==> config.mk <==
export PLATFORM = sky130hd
export DESIGN_NAME = srq_ctrl
export DESIGN_NICKNAME = d
export VERILOG_FILES = /design/src/rtl/core/srq_pkg.sv /design/src/rtl/core/srq_ctrl.sv
export SDC_FILE = /design/constraint.sdc
export NUM_CORES = 1
export LEC_CHECK = 0
export BUFFER_PORTS_ARGS = -buffer_cell sky130_fd_sc_hd__buf_2
export CORE_AREA = 2 2 39 41
export CTS_BUF_LIST = sky130_fd_sc_hd__clkbuf_16
export CTS_CLUSTER_SIZE = 40
export DETAILED_ROUTE_END_ITERATION = 12
export DIE_AREA = 0 0 41 43
export GPL_ROUTABILITY_DRIVEN = 0
export GPL_TIMING_DRIVEN = 1
export RECOVER_POWER = 100
export SYNTH_ARGS = -nofsm -noshare
export SYNTH_HDL_FRONTEND = slang
export SYNTH_SLANG_ARGS = --single-unit
==> constraint.sdc <==
create_clock -name clk -period 1 [get_ports clk]
set_clock_uncertainty 0.05 [all_clocks]
set_input_delay 0.2 -clock clk [delete_from_list [all_inputs] [get_ports clk]]
set_output_delay 0.2 -clock clk [all_outputs]
set_load 0.01 [all_outputs]
==> src/rtl/core/srq_pkg.sv <==
// srq_pkg: shared types and constants for the slotted ring queue.
// Holds the item structs, opcode and status codes, and the control/status
// structs between controller and datapath. No dependencies.
package srq_pkg;

	// default geometry
	localparam int SLOTS_DEF        = 8;
	localparam int SLOT_ENTRIES_DEF = 32;

	// opcodes
	localparam logic [2:0] OP_PUSH    = 3'd0;
	localparam logic [2:0] OP_POP     = 3'd1;
	localparam logic [2:0] OP_RD_HEAD = 3'd2;
	localparam logic [2:0] OP_RD_TAIL = 3'd3;
	localparam logic [2:0] OP_CLEAR   = 3'd4;

	// result status codes
	localparam logic [1:0] ST_OK     = 2'd0;
	localparam logic [1:0] ST_FULL   = 2'd1;
	localparam logic [1:0] ST_EMPTY  = 2'd2;
	localparam logic [1:0] ST_BEYOND = 2'd3;

	typedef struct packed {
		logic [2:0]         opcode;
		logic signed [31:0] data_value;
		logic               last_word;
		logic [4:0]         word_index;
		logic [2:0]         slot_select;
	} srq_in_t;

	typedef struct packed {
		logic [1:0]         status;
		logic signed [31:0] read_data;
		logic               queue_empty;
		logic               queue_full;
		logic [3:0]         occupancy;
	} srq_out_t;

	// controller -> datapath
	typedef struct packed {
		logic sweep;      // reset clearing pass, one entry a cycle
		logic capture;    // take the input item
		logic exec;       // run the captured item
		logic rd_take;    // latch word read data into the result
		logic scan_load;  // start scanning a slot for clear
		logic scan_step;  // test one word, fetch the next
		logic out_load;   // load the output register
	} srq_cmd_t;

	// datapath -> controller
	typedef struct packed {
		logic sweep_last;
		logic rd_issued;
		logic len_issued;
		logic scan_none;
		logic scan_last;
		logic out_free;
	} srq_sts_t;

endpackage

==> src/rtl/core/srq_ctrl.sv <==
// srq_ctrl: sequencing state machine of the slotted ring queue.
// Depends on srq_pkg for the command and status structs.
module srq_ctrl (
	input  logic             clk,
	input  logic             arst_n,
	input  logic             in_valid,
	output logic             in_ready,
	input  srq_pkg::srq_sts_t sts,
	output srq_pkg::srq_cmd_t cmd
);

	import srq_pkg::*;

	typedef enum logic [2:0] {
		S_SWEEP,
		S_IDLE,
		S_EXEC,
		S_RDWAIT,
		S_LENWAIT,
		S_SCAN,
		S_DONE
	} state_t;

	state_t state_q;

	assign in_ready = (state_q == S_IDLE);

	// commands decoded from the current state
	always_comb begin
		cmd           = '0;
		cmd.sweep     = (state_q == S_SWEEP);
		cmd.capture   = (state_q == S_IDLE) && in_valid;
		cmd.exec      = (state_q == S_EXEC);
		cmd.rd_take   = (state_q == S_RDWAIT);
		cmd.scan_load = (state_q == S_LENWAIT) && !sts.scan_none;
		cmd.scan_step = (state_q == S_SCAN);
		cmd.out_load  = (state_q == S_DONE) && sts.out_free;
	end

	// state register
	always_ff @(posedge clk or negedge arst_n) begin
		if (!arst_n) begin
			state_q <= S_SWEEP;
		end else begin
			case (state_q)
				S_SWEEP: begin
					if (sts.sweep_last) state_q <= S_IDLE;
				end
				S_IDLE: begin
					if (in_valid) state_q <= S_EXEC;
				end
				S_EXEC: begin
					if (sts.rd_issued)       state_q <= S_RDWAIT;
					else if (sts.len_issued) state_q <= S_LENWAIT;
					else                     state_q <= S_DONE;
				end
				S_RDWAIT: begin
					state_q <= S_DONE;
				end
				S_LENWAIT: begin
					if (sts.scan_none) state_q <= S_DONE;
					else               state_q <= S_SCAN;
				end
				S_SCAN: begin
					if (sts.scan_last) state_q <= S_DONE;
				end
				S_DONE: begin
					if (sts.out_free) state_q <= S_IDLE;
				end
				default: begin
					state_q <= S_IDLE;
				end
			endcase
		end
	end

endmodule

; Word level (Yosys, flattened, before mapping)
; Index checks and enable logic that the tools add are counted.
[totals]
ff_bits = 3
[op_classes]
n_eq_ne = 10
mux = 8
n_reduce_logical = 6
[op_table]
columns = operator, count
row1 = $pmux W3 S7, 1
row2 = $mux W3, 5
row3 = $eq A3 B3 Y1 const B, 3
row4 = $ne A2 B2 Y1 const B, 4
row5 = $eq A3 B2 Y1 const B, 2
row6 = $mux W2, 2
row7 = $reduce_and A4 Y1, 1
row8 = $eq A3 B1 Y1 const B, 1
row9 = $logic_and A1 B1 Y1, 3
row10 = $logic_not A3 Y1, 1
row11 = $logic_not A1 Y1, 1

; Longest topological paths before layout
; Gate-level depths: netlist (run 1).
[depth]
depth_word = 3
depth_mapped = 5
ltp_nobuf = 4

; Worst setup path after synthesis (run 1)
; OpenSTA, ideal clock, no wires.
[synth_path]
kind = reg-to-output
from = register state_q[2]
to = output port cmd[5] in the netlist's numbering
arrival_time_ps = 1060
path_stages_with_launch = 4
path_slack_ps = -310
cell_sequence = dfrtp_1 > buf_2 > nor3b_2 > and2_1
[synth_rtl]
columns = element, line
row1 = start: declaration, srq_ctrl.sv:24  ; state_t state_q;
row2 = start signal: assignment, srq_ctrl.sv:43  ; state_q <= S_SWEEP;
row3 = start signal: assignment, srq_ctrl.sv:47  ; if (sts.sweep_last) state_q <= S_IDLE;
row4 = start signal: assignment, srq_ctrl.sv:50  ; if (in_valid) state_q <= S_EXEC;
row5 = end: declaration, srq_ctrl.sv:9  ; output srq_pkg::srq_cmd_t cmd

==> results of run 1 <==
final cells by class:
type                            instances  area (µm²)
Inverter                                2       7.507
Multi-Input combinational cell         31       275.3
Clock inverter                          1       3.754
Tap cell                               16       20.02
Clock buffer                            3       75.07
Sequential cell                         3       77.57
Timing Repair Buffer                   30       265.3
Fill cell                             130       659.4
cell families (layout without fill, tap and decap cells):
family                 Yosys count  in the layout  share of synthesized area (%)
and+or+nand+nor                 19             19                          36.86
AOI/OAI and AO/OA               11             11                          23.92
buffers and inverters            6             36                          12.55
DFF                              3              3                          23.53
muxes                            1              1                          3.137
Yosys cell counts:
cell and count:
a21oi_1 3, a21oi_2 1, a31oi_1 1, and2_1 1
and3b_1 2, and4bb_1 1, buf_2 2, buf_6 2
dfrtp_1 3, inv_1 2, mux2i_1 1, nand2_1 4
nand2b_1 1, nor2_1 3, nor2_2 1, nor3_1 3
nor3b_1 2, nor3b_2 1, o21ai_0 2, o21ai_1 1
o21ai_2 1, o22ai_1 1, o32ai_2 1
repair_timing:
item                       CTS  global route
buffers inserted             5             1
resized for setup           10            11
setup endpoints to repair   11            11
cloned                       1             0
pin swaps                    9             4
hold buffers                 1             0
hold endpoints to repair     3             0
routing by layer:
layer / track usage, % / wire length, µm / vias to the layer above
li1: - / - / 200
met1: 18.83 / 449 / 186
met2: 24.06 / 589 / 12
met3: 3.665 / 49 / 2
met4: 8.000 / 17 / 0
met5: 0 / 0 / -
worst max-delay path, stage by stage (launching register included):
cell and delay, ps:
dfrtp_1 400, buf_12 150, buf_12 120, and3b_2 190
buf_6 120
stage by stage:
| stage | power [W] | TNS [ps] | instances | hold WS, ps | setup slack, ps |
|---|---|---|---|---|---|
| after floorplan | 0.001135 | -977.8 | 40 | -145.6 | -224.4 |
| after global placement | 0.001416 | -1998 | 74 | -54.99 | -223.3 |
| after detailed placement | 0.001436 | -2029 | 74 | -54.27 | -247.3 |
| after CTS | 0.002545 | -3850 | 85 | 228.7 | -445.0 |
| after global routing | 0.002978 | -4348 | 86 | 260.5 | -492.9 |
| final | 0.002805 | -3787 | 86 | 234.6 | -445.8 |
worst max path at each step:
stage          depth (start not counted)  slack (ps)  endpoint                    from
2_1_floorplan                          3        -220    cmd[5]  state_q[2]$_DFFE_PN0P_
3_3_place_gp                           4        -220    cmd[5]  state_q[1]$_DFFE_PN0P_
3_5_place_dp                           4        -250    cmd[5]  state_q[1]$_DFFE_PN0P_
4_1_cts                                4        -440    cmd[3]  state_q[1]$_DFFE_PN0P_
5_1_grt                                4        -490    cmd[5]  state_q[1]$_DFFE_PN0P_
6_report                               4        -450    cmd[3]  state_q[1]$_DFFE_PN0P_
power breakdown:
| part | internal, W | switching, W | total [W] |
|---|---|---|---|
| Clock | 0.000516 | 0.000111 | 0.000627 |
| Sequential | 0.000199 | 0.000115 | 0.000313 |
| Combinational | 0.00108 | 0.000786 | 0.00187 |
| Total | 0.00179 | 0.00101 | 0.00281 |
==> reports/qor.yml, run 1 <==
floorplan:
  ioPinCount: 17
  coreArea_um2: 1384
  initial_utilization_pct: 23.06
  fp.dieH_um: 43
  num_rows: 14
  dieWidth_um: 41
  die_area_um2: 1763
detailed_routing:
  wl_per_cell_um: 12.86
  viasPerCell: 4.651
  final_antenna_net_count: 0
  routed_wl_mm: 1.106
  vias: 400
  drc: 0
  drt-initial-drc-count: 10
  drtPass1Iterations: 5
synth:
  synth_cells: 40
  synth_top_area_share_pct: 23.53
  yosysSeqAreaShare_pct: 23.53
  avgSynthCellArea_um2: 7.976
  ys_types: 23
  ys_seq_elements: 3
  synth_area_leaders: "dfrtp_1 (24%), buf_6 (7.1%), and3b_1 (5.5%)"
  yosysWarnings: 0
  synthesis.area_um2: 319.1
  synth_top_area_cell: "dfrtp_1"
  syn-num-nets: 49
flow_run:
  drv_cap: 0
clock_network:
  cts_made_buffers: 3
  cts_tree: "built"
  cts_root_buffer: "clkbuf_16"
  clk_latency_ps: 220
  h-tree-depth: 1
  clkSinkCount: 3
  path_clk_slew_ps: 30
  clockBufferDepth: 2
layout:
  final_cell_mix: "buf_2 (12), buf_4 (7), buf_6 (5)"
  largest_reg_flops: 3
  final_common_cell: "buf_2"
  drive_above_1_share_pct: 71.43
  reg_top3: "state_q (3)"
  regMostFlops: "state_q"
  diodes: 0
  final_area_um2: 724.4
  area_growth_pct: 127.1
  fin_util_pct: 52.35
  fin_nets: 80
timing:
  setup_viol: 11
  slew_violations: 0
  finalCritPeriodShare_pct: 144.6
  period_needed_ps: 1446
  tightest_slew_ps: 242.1
  rsz0062_at_grt: "yes"
  hold_viol_final: 0
  finalWorstSetupSlack_ps: -445.8
  fmaxAchievable_mhz: 691.7
  maxSlewHeadroom_pct: 83.83
placed_design:
  dp_hpwl_um: 611.1
  port_buffers: 16
  dpl_cell_area_um2: 469.2
hold_path:
  holdPathEnd: "state_q[1]$_DFFE_PN0P_"
  hp-class: "in2reg"
  min-delay-start: "sts[0]"
  hold-path-cell-count: 4
setup_path:
  path_class: "reg2out"
  r2r-end: "state_q[1]$_DFFE_PN0P_"
  crit_fanout: 6
  r2r_cells: 5
  crit_required_ps: 750
  rrSetupSlack_ps: -330
  cp.arrival_ps: 1200
  r2r_start: "state_q[2]$_DFFE_PN0P_"
  crit_path_end_kind: "output pin"
  start_kind: "flip-flop"
outcome:
  failed_checks: "negative setup slack"
  status: "finished, violations left"
grt:
  track_usage_pct: 15.51
  grt_max_degree: 11
  grt_pass1_wl_mm: 1.814
  grt_overflow: 0
  antenna_found_initial: 0
  grt_pass1_vias: 428
power_and_ir_drop:
  p_leak_nw: 0.3444
  power_density_nw_per_um2: 3872
  peakVddDrop_uv: 1474
Note: power is estimated with default switching activity, not from simulation.
==> run 2: changes to the inputs <==
--- a/config.mk
+++ b/config.mk
@@ -14,6 +14,7 @@
 export GPL_ROUTABILITY_DRIVEN = 0
 export GPL_TIMING_DRIVEN = 1
 export RECOVER_POWER = 100
+export SETUP_SLACK_MARGIN = 0.02
 export SYNTH_ARGS = -nofsm -noshare
 export SYNTH_HDL_FRONTEND = slang
 export SYNTH_SLANG_ARGS = --single-unit
==> run 2 against run 1 <==
Effect of this change:
- the flow still finishes with violations (negative setup slack)
- die area unchanged
- global-route usage is 1.0 points lower
- design area fell by 13%
- largest power group unchanged
==> reports/qor.yml, run 2 (same netlist as run 1, synthesis figures left out) <==
timing:
  fmaxAchievable_mhz: 703.7  # +1.7%
  slew_violations: 0  # unchanged
  finalCritPeriodShare_pct: 142.1  # -2.5 points
  tightest_slew_ps: 217.5  # -24.52 ps
  setup_viol: 11  # unchanged
  rsz0062_at_grt: "yes"
  maxSlewHeadroom_pct: 85.47  # +1.6 points
  finalWorstSetupSlack_ps: -421.0  # +24.79 ps
  period_needed_ps: 1421  # -24.79 ps
  finalSetupTns_ps: -3964  # -176.7 ps
  hold_viol_final: 0  # unchanged
hold_path:
  hold-path-cell-count: 4  # unchanged
  holdPathEnd: "state_q[1]$_DFFE_PN0P_"
  min-delay-start: "sts[0]"
  hp-class: "in2reg"
detailed_routing:
  drc: 0  # unchanged
  drt-initial-drc-count: 1  # -9
  wl_per_cell_um: 11.39  # -11%
  routed_wl_um: 957  # -13%
  drtPass1Iterations: 2  # -3
  vias: 387  # -3.3%
  viasPerCell: 4.607  # -0.95%
  final_antenna_net_count: 0  # unchanged
outcome:
  failed_checks: "negative setup slack"
  status: "finished, violations left"
floorplan:
  initial_utilization_pct: 23.06  # unchanged
  fp.dieH_um: 43  # unchanged
  dieWidth_um: 41  # unchanged
  coreArea_um2: 1384  # unchanged
  num_rows: 14  # unchanged
  ioPinCount: 17  # unchanged
  die_area_um2: 1763  # unchanged
clock_network:
  clk_latency_ps: 230  # about the same
  h-tree-depth: 1  # unchanged
  path_clk_slew_ps: 30  # about the same
  cts_tree: "built"
  cts_made_buffers: 3  # unchanged
  cts_root_buffer: "clkbuf_16"
  clkSinkCount: 3  # unchanged
  clockBufferDepth: 2  # unchanged
power_and_ir_drop:
  seqPwrFrac_pct: 12.8  # +1.6 points
  comb_power_share_pct: 59.1  # -7.4 points
  p_leak_nw: 0.3062  # -11%
  p_sw_w: 0.0008682  # -14%
  peakVddDrop_uv: 1565  # +6.2%
  pwr-share-clk_pct: 28.1  # +5.8 points
  p_sw_share_pct: 37.27  # +1.2 points
  power_density_nw_per_um2: 3702  # -4.4%
  p_int_w: 0.001462  # -19%
setup_path:
  start_kind: "flip-flop"
  path_class: "reg2out"
  crit_path_end_kind: "output pin"
  r2r_cells: 7  # +2
  rrSetupSlack_ps: -360  # -30 ps
  max_stage_delay_ps: 390  # about the same
  crit_chain: "buf_4 -> and3b_2 -> buf_2"
  r2r_start: "state_q[2]$_DFFE_PN0P_"
  cp.arrival_ps: 1170  # -30 ps
  r2r-end: "state_q[1]$_DFFE_PN0P_"
  crit_required_ps: 750  # about the same
  cp_slowest_cell: "dfrtp_1"
  crit_fanout: 13  # +7
grt:
  grt_overflow: 0  # unchanged
  track_usage_pct: 14.49  # -1.0 points
  grt_pass1_vias: 387  # -9.6%
  grt_pass1_wl_mm: 1.593  # -12%
  grt_max_degree: 14  # +3
  antenna_found_initial: 0  # unchanged
layout:
  area_growth_pct: 97.26
  diodes: 0  # unchanged
  multi_input_area_um2: 250.2  # -9.1%
  largest_reg_flops: 3  # unchanged
  seq_area_um2: 77.57  # unchanged
  nFillCells: 141  # +8.5%
  final_common_cell: "buf_2"
  regMostFlops: "state_q"
  final_area_um2: 629.4  # -13%
  reg_top3: "state_q (3)"
  final_cell_mix: "buf_2 (13), buf_4 (8), buf_6 (5)"
  fin_nets: 78  # -2.5%
  drive_above_1_share_pct: 64.71  # -6.7 points
flow_run:
  drv_cap: 0  # unchanged
placed_design:
  dp_hpwl_um: 622.6  # +1.9%
  dpl_cell_area_um2: 471.7  # +0.53%
  port_buffers: 16  # unchanged
run 2: how the worst max path moves through the flow:
stage                                 startpoint                     end  slack, ps  depth (start not counted)
after floorplan           state_q[2]$_DFFE_PN0P_                  cmd[5]       -220                          3
after global placement    state_q[0]$_DFFE_PN0P_  state_q[1]$_DFFE_PN0P_       -220                          5
after detailed placement  state_q[2]$_DFFE_PN0P_                  cmd[4]       -230                          3
after CTS                 state_q[1]$_DFFE_PN0P_                  cmd[5]       -420                          4
after global routing      state_q[1]$_DFFE_PN0P_                  cmd[5]       -490                          4
final                     state_q[1]$_DFFE_PN0P_                  cmd[1]       -420                          3
run 2: routing by layer:
layer  up-vias  track usage, %  wire length (µm)
met5         -               0                 0
met4         0           12.00                38
met3         5           6.283                59
met2        15           20.63               488
met1       172           15.53               370
li1        195               -                 -
run 2: worst max-delay path, delay by kind of cell (launching register included):
family	cells	cell delay (ps)
flops	1	390
buf+inv	2	320
simple gates	1	230
run 2: power by group through the flow:
| stage | Clock, W | Sequential, W | Combinational, W |
|---|---|---|---|
| 6_report | 0.000655 | 0.000298 | 0.00138 |
| 5_1_grt | 0.000671 | 0.000308 | 0.00151 |
| 4_1_cts | 0.000657 | 0.000291 | 0.00130 |
| 3_5_place_dp | 0 | 0.000303 | 0.00112 |
| 3_3_place_gp | 0 | 0.000298 | 0.00111 |
| 2_1_floorplan | 0 | 0.000257 | 0.000878 |
run 2: layout make-up:
cell class	instances	share of cell area [%]
clock buffers	3	11.93
clock inverters	1	0.5964
inverters	2	1.193
multi-input cells	31	39.76
flip-flops and latches	3	12.33
well taps	16	3.181
repair buffers	28	31.01
run 2: metrics by stage:
step | total power (W) | util (%) | hold WS, ps | worst slack [ps] | std cells
finish | 0.002330 | 45.48 | 223.2 | -421.0 | 84
global route | 0.002491 | 45.48 | 245.6 | -490.6 | 84
CTS | 0.002244 | 43.85 | 223.1 | -424.1 | 83
detailed placement | 0.001422 | 34.09 | -54.38 | -230.7 | 76
global placement | 0.001404 | 34.09 | -54.07 | -221.9 | 76
floorplan | 0.001135 | - | -145.6 | -224.4 | 40
run 2: timing repair:
item	in CTS	in global routing
resized for setup	7	4
setup buffers	2	1
pin swaps	3	0
cloned	0	0
setup endpoints to repair	11	11
endpoints found under the hold margin	3	0
hold buffers	1	0
==> run 3: changes to the inputs <==
--- a/config.mk
+++ b/config.mk
@@ -5,6 +5,7 @@
 export SDC_FILE = /design/constraint.sdc
 export NUM_CORES = 1
 export LEC_CHECK = 0
+export ABC_AREA = 1
 export BUFFER_PORTS_ARGS = -buffer_cell sky130_fd_sc_hd__buf_2
 export CORE_AREA = 2 2 39 41
 export CTS_BUF_LIST = sky130_fd_sc_hd__clkbuf_16
==> run 3 against run 2 <==
Effect of this change:
- the run still ends with negative setup slack left
- largest cell class unchanged
- largest power group unchanged
- maximum frequency increased by 1.2%
- count of clock-buffer cells in the layout unchanged
- wire length up 35%
- global-route usage increased by 2.1 points
- critical endpoint is now cmd[0]
==> reports/qor.yml, run 3 <==
setup_path:
  start_kind: "flip-flop"
  path_class: "reg2out"
  r2r_start: "state_q[1]$_DFFE_PN0P_"
  crit_chain: "nand2_2 -> nor3_2 -> buf_2"
  crit_path_end_kind: "output pin"
  crit_buf_inv: 1  # -1
  crit_required_ps: 750  # about the same
  r2r-end: "state_q[0]$_DFFE_PN0P_"
  max_stage_delay_ps: 460  # +70 ps
  crit_family: "flip-flops"
  cp_slowest_cell: "dfrtp_2"
  crit_fanout: 6  # -7
  cp.arrival_ps: 1150  # -20 ps
  rrSetupSlack_ps: -390  # -30 ps
  r2r_cells: 8  # +1
floorplan:
  dieWidth_um: 41  # unchanged
  num_rows: 14  # unchanged
  ioPinCount: 17  # unchanged
  die_area_um2: 1763  # unchanged
  fp.dieH_um: 43  # unchanged
  coreArea_um2: 1384  # unchanged
  initial_utilization_pct: 25.77  # +2.7 points
grt:
  grt_pass1_vias: 466  # +20%
  grt_overflow: 0  # unchanged
  grt_max_degree: 8  # -6
  met1_usage_pct: 21.68  # +6.1 points
  global_route.usage.met3_pct: 2.094  # -4.2 points
  grt.busiest_layer: "met2"
  grt_pass1_wl_mm: 1.994  # +25%
  track_usage_pct: 16.60  # +2.1 points
  antenna_found_initial: 0  # unchanged
  gr-usage-met2_pct: 25.31  # +4.7 points
outcome:
  failed_checks: "negative setup slack"
  status: "finished, violations left"
timing:
  hold_viol_final: 0  # unchanged
  fmaxAchievable_mhz: 712.2  # +1.2%
  tightest_slew_ps: 192.9  # -24.60 ps
  rsz0062_at_grt: "yes"
  finalWorstSetupSlack_ps: -404.2  # +16.81 ps
  finalSetupTns_ps: -3961  # +3.490 ps
  maxSlewHeadroom_pct: 87.14  # +1.7 points
  slew_violations: 0  # unchanged
  finalCritPeriodShare_pct: 140.4  # -1.7 points
  period_needed_ps: 1404  # -16.81 ps
  setup_viol: 11  # unchanged
synth:
  async_flop_share_pct: 100.0  # unchanged
  yosysSeqAreaShare_pct: 21.05  # -2.5 points
  synth_top_flop_cell: "dfrtp_1"
  synthesis.area_um2: 356.6  # +12%
  yosysWarnings: 0  # unchanged
  ys_types: 13  # -43%
  synth_top_area_cell: "dfrtp_1"
  synth_top_area_share_pct: 21.05  # -2.5 points
  yosysMostFrequentCell: "nand2_1"
  synth_area_leaders: "dfrtp_1 (21%), nand2_1 (21%), nand3_1 (13%)"
  avgSynthCellArea_um2: 5.572  # -30%
  synthTopCellsByCount: "nand2_1 (20), nand3_1 (9), nor2_1 (9)"
  ys_seq_elements: 3  # unchanged
  synth_cells: 64  # +60%
  synth_edf_count: 0  # unchanged
  syn-num-nets: 73  # +49%
clock_network:
  cts_made_buffers: 3  # unchanged
  cts_tree: "built"
  cts_root_buffer: "clkbuf_16"
  clockBufferDepth: 2  # unchanged
  path_clk_slew_ps: 30  # about the same
  h-tree-depth: 1  # unchanged
  clk_latency_ps: 230  # about the same
  clkSinkCount: 3  # unchanged
layout:
  fin_util_pct: 52.26  # +6.8 points
  nFillCells: 136  # -3.5%
  area_growth_pct: 102.8
  fin_nets: 110  # +41%
  final_area_um2: 723.2  # +15%
  reg_top3: "state_q (3)"
  final_cell_mix: "nand2_1 (19), buf_4 (15), buf_2 (14)"
  regMostFlops: "state_q"
  diodes: 0  # unchanged
  seq_area_um2: 78.83  # +1.6%
  drive_above_1_share_pct: 56.00  # -8.7 points
  multi_input_area_um2: 265.3  # +6.0%
  final_common_cell: "nand2_1"
  largest_reg_flops: 3  # unchanged
flow_run:
  drv_cap: 0  # unchanged
detailed_routing:
  drc: 0  # unchanged
  wl_per_cell_um: 11.10  # -2.5%
  vias: 529  # +37%
  drt-initial-drc-count: 11  # +10
  viasPerCell: 4.560  # -1.0%
  drtPass1Iterations: 4  # +2
  final_antenna_net_count: 0  # unchanged
  routed_wl_mm: 1.288  # +35%
power_and_ir_drop:
  power_w: 0.002569  # +10%
  peakVddDrop_uv: 1147  # -27%
  p_leak_nw: 0.4249  # +39%
  power_density_nw_per_um2: 3553  # -4.0%
hold_path:
  hp-class: "in2async"
placed_design:
  port_buffers: 16  # unchanged
  dp_hpwl_um: 705.7  # +13%
  dpl_cell_area_um2: 493.0  # +4.5%
## run 3: cell count changes in the layout (fill, tap and decap cells not counted), sizes merged, moves of 3 or more
cell	previous run	this run
nand2	4	21
inv	3	12
nand3	0	9
nor2	4	12
buf	26	32
o21ai	4	0
a21oi	4	1
nor3b	3	0
## run 3: power breakdown
| part | leakage, nW | total, W | switching, W | internal (W) |
|---|---|---|---|---|
| Clock | 0.0423 | 0.000638 | 0.000121 | 0.000517 |
| Combinational | 0.349 | 0.00158 | 0.000791 | 0.000792 |
| Sequential | 0.0337 | 0.000349 | 0.000151 | 0.000198 |
| Total | 0.425 | 0.00257 | 0.00106 | 0.00151 |
## run 3: logic make-up after synthesis
logic type / count (synthesis) / synth area share [%]
buffers and inverters: 14 / 18.95
AO/OA/AOI/OAI: 1 / 1.402
flip-flops: 3 / 21.05
AND/OR/NAND/NOR: 46 / 58.59
## run 3: per-layer routing
metal,up-vias,routed length (µm)
met5,-,0
met4,0,30
met3,6,69
met2,27,682
met1,229,506
li1,267,-
## run 3: through the flow
stage	hold WS (ps)	instances	worst slack, ps
finish	261.5	116	-404.2
global route	282.9	116	-449.3
CTS	246.4	111	-375.5
detailed placement	-54.59	98	-291.5
global placement	-52.67	98	-301.4
floorplan	-145.6	64	-79.65
## run 3: final cells by class
cell class / instances / area share, %
Multi-Input combinational cell: 47 / 36.68
Timing Repair Buffer: 34 / 31.83
Sequential cell: 3 / 10.90
Clock buffer: 3 / 10.38
Inverter: 12 / 6.920
Tap cell: 16 / 2.768
Clock inverter: 1 / 0.5190
## run 3: worst max path at each step
stage          slack, ps  cells past startpoint                   start                      to
2_1_floorplan        -80                      8  state_q[2]$_DFFE_PN0P_  state_q[0]$_DFFE_PN0P_
3_3_place_gp        -300                      7  state_q[0]$_DFFE_PN0P_  state_q[1]$_DFFE_PN0P_
3_5_place_dp        -290                      7  state_q[2]$_DFFE_PN0P_  state_q[0]$_DFFE_PN0P_
4_1_cts             -380                      3  state_q[0]$_DFFE_PN0P_                  cmd[0]
5_1_grt             -450                      4  state_q[1]$_DFFE_PN0P_                  cmd[2]
6_report            -400                      3  state_q[1]$_DFFE_PN0P_                  cmd[0]
## run 3: what timing repair did
action,4_1_cts,5_1_grt
hold buffers,1,0
resized for setup,10,4
cloned,0,0
pin swaps,3,3
setup endpoints to repair,11,11
buffers inserted,8,5
hold endpoints to repair,3,0
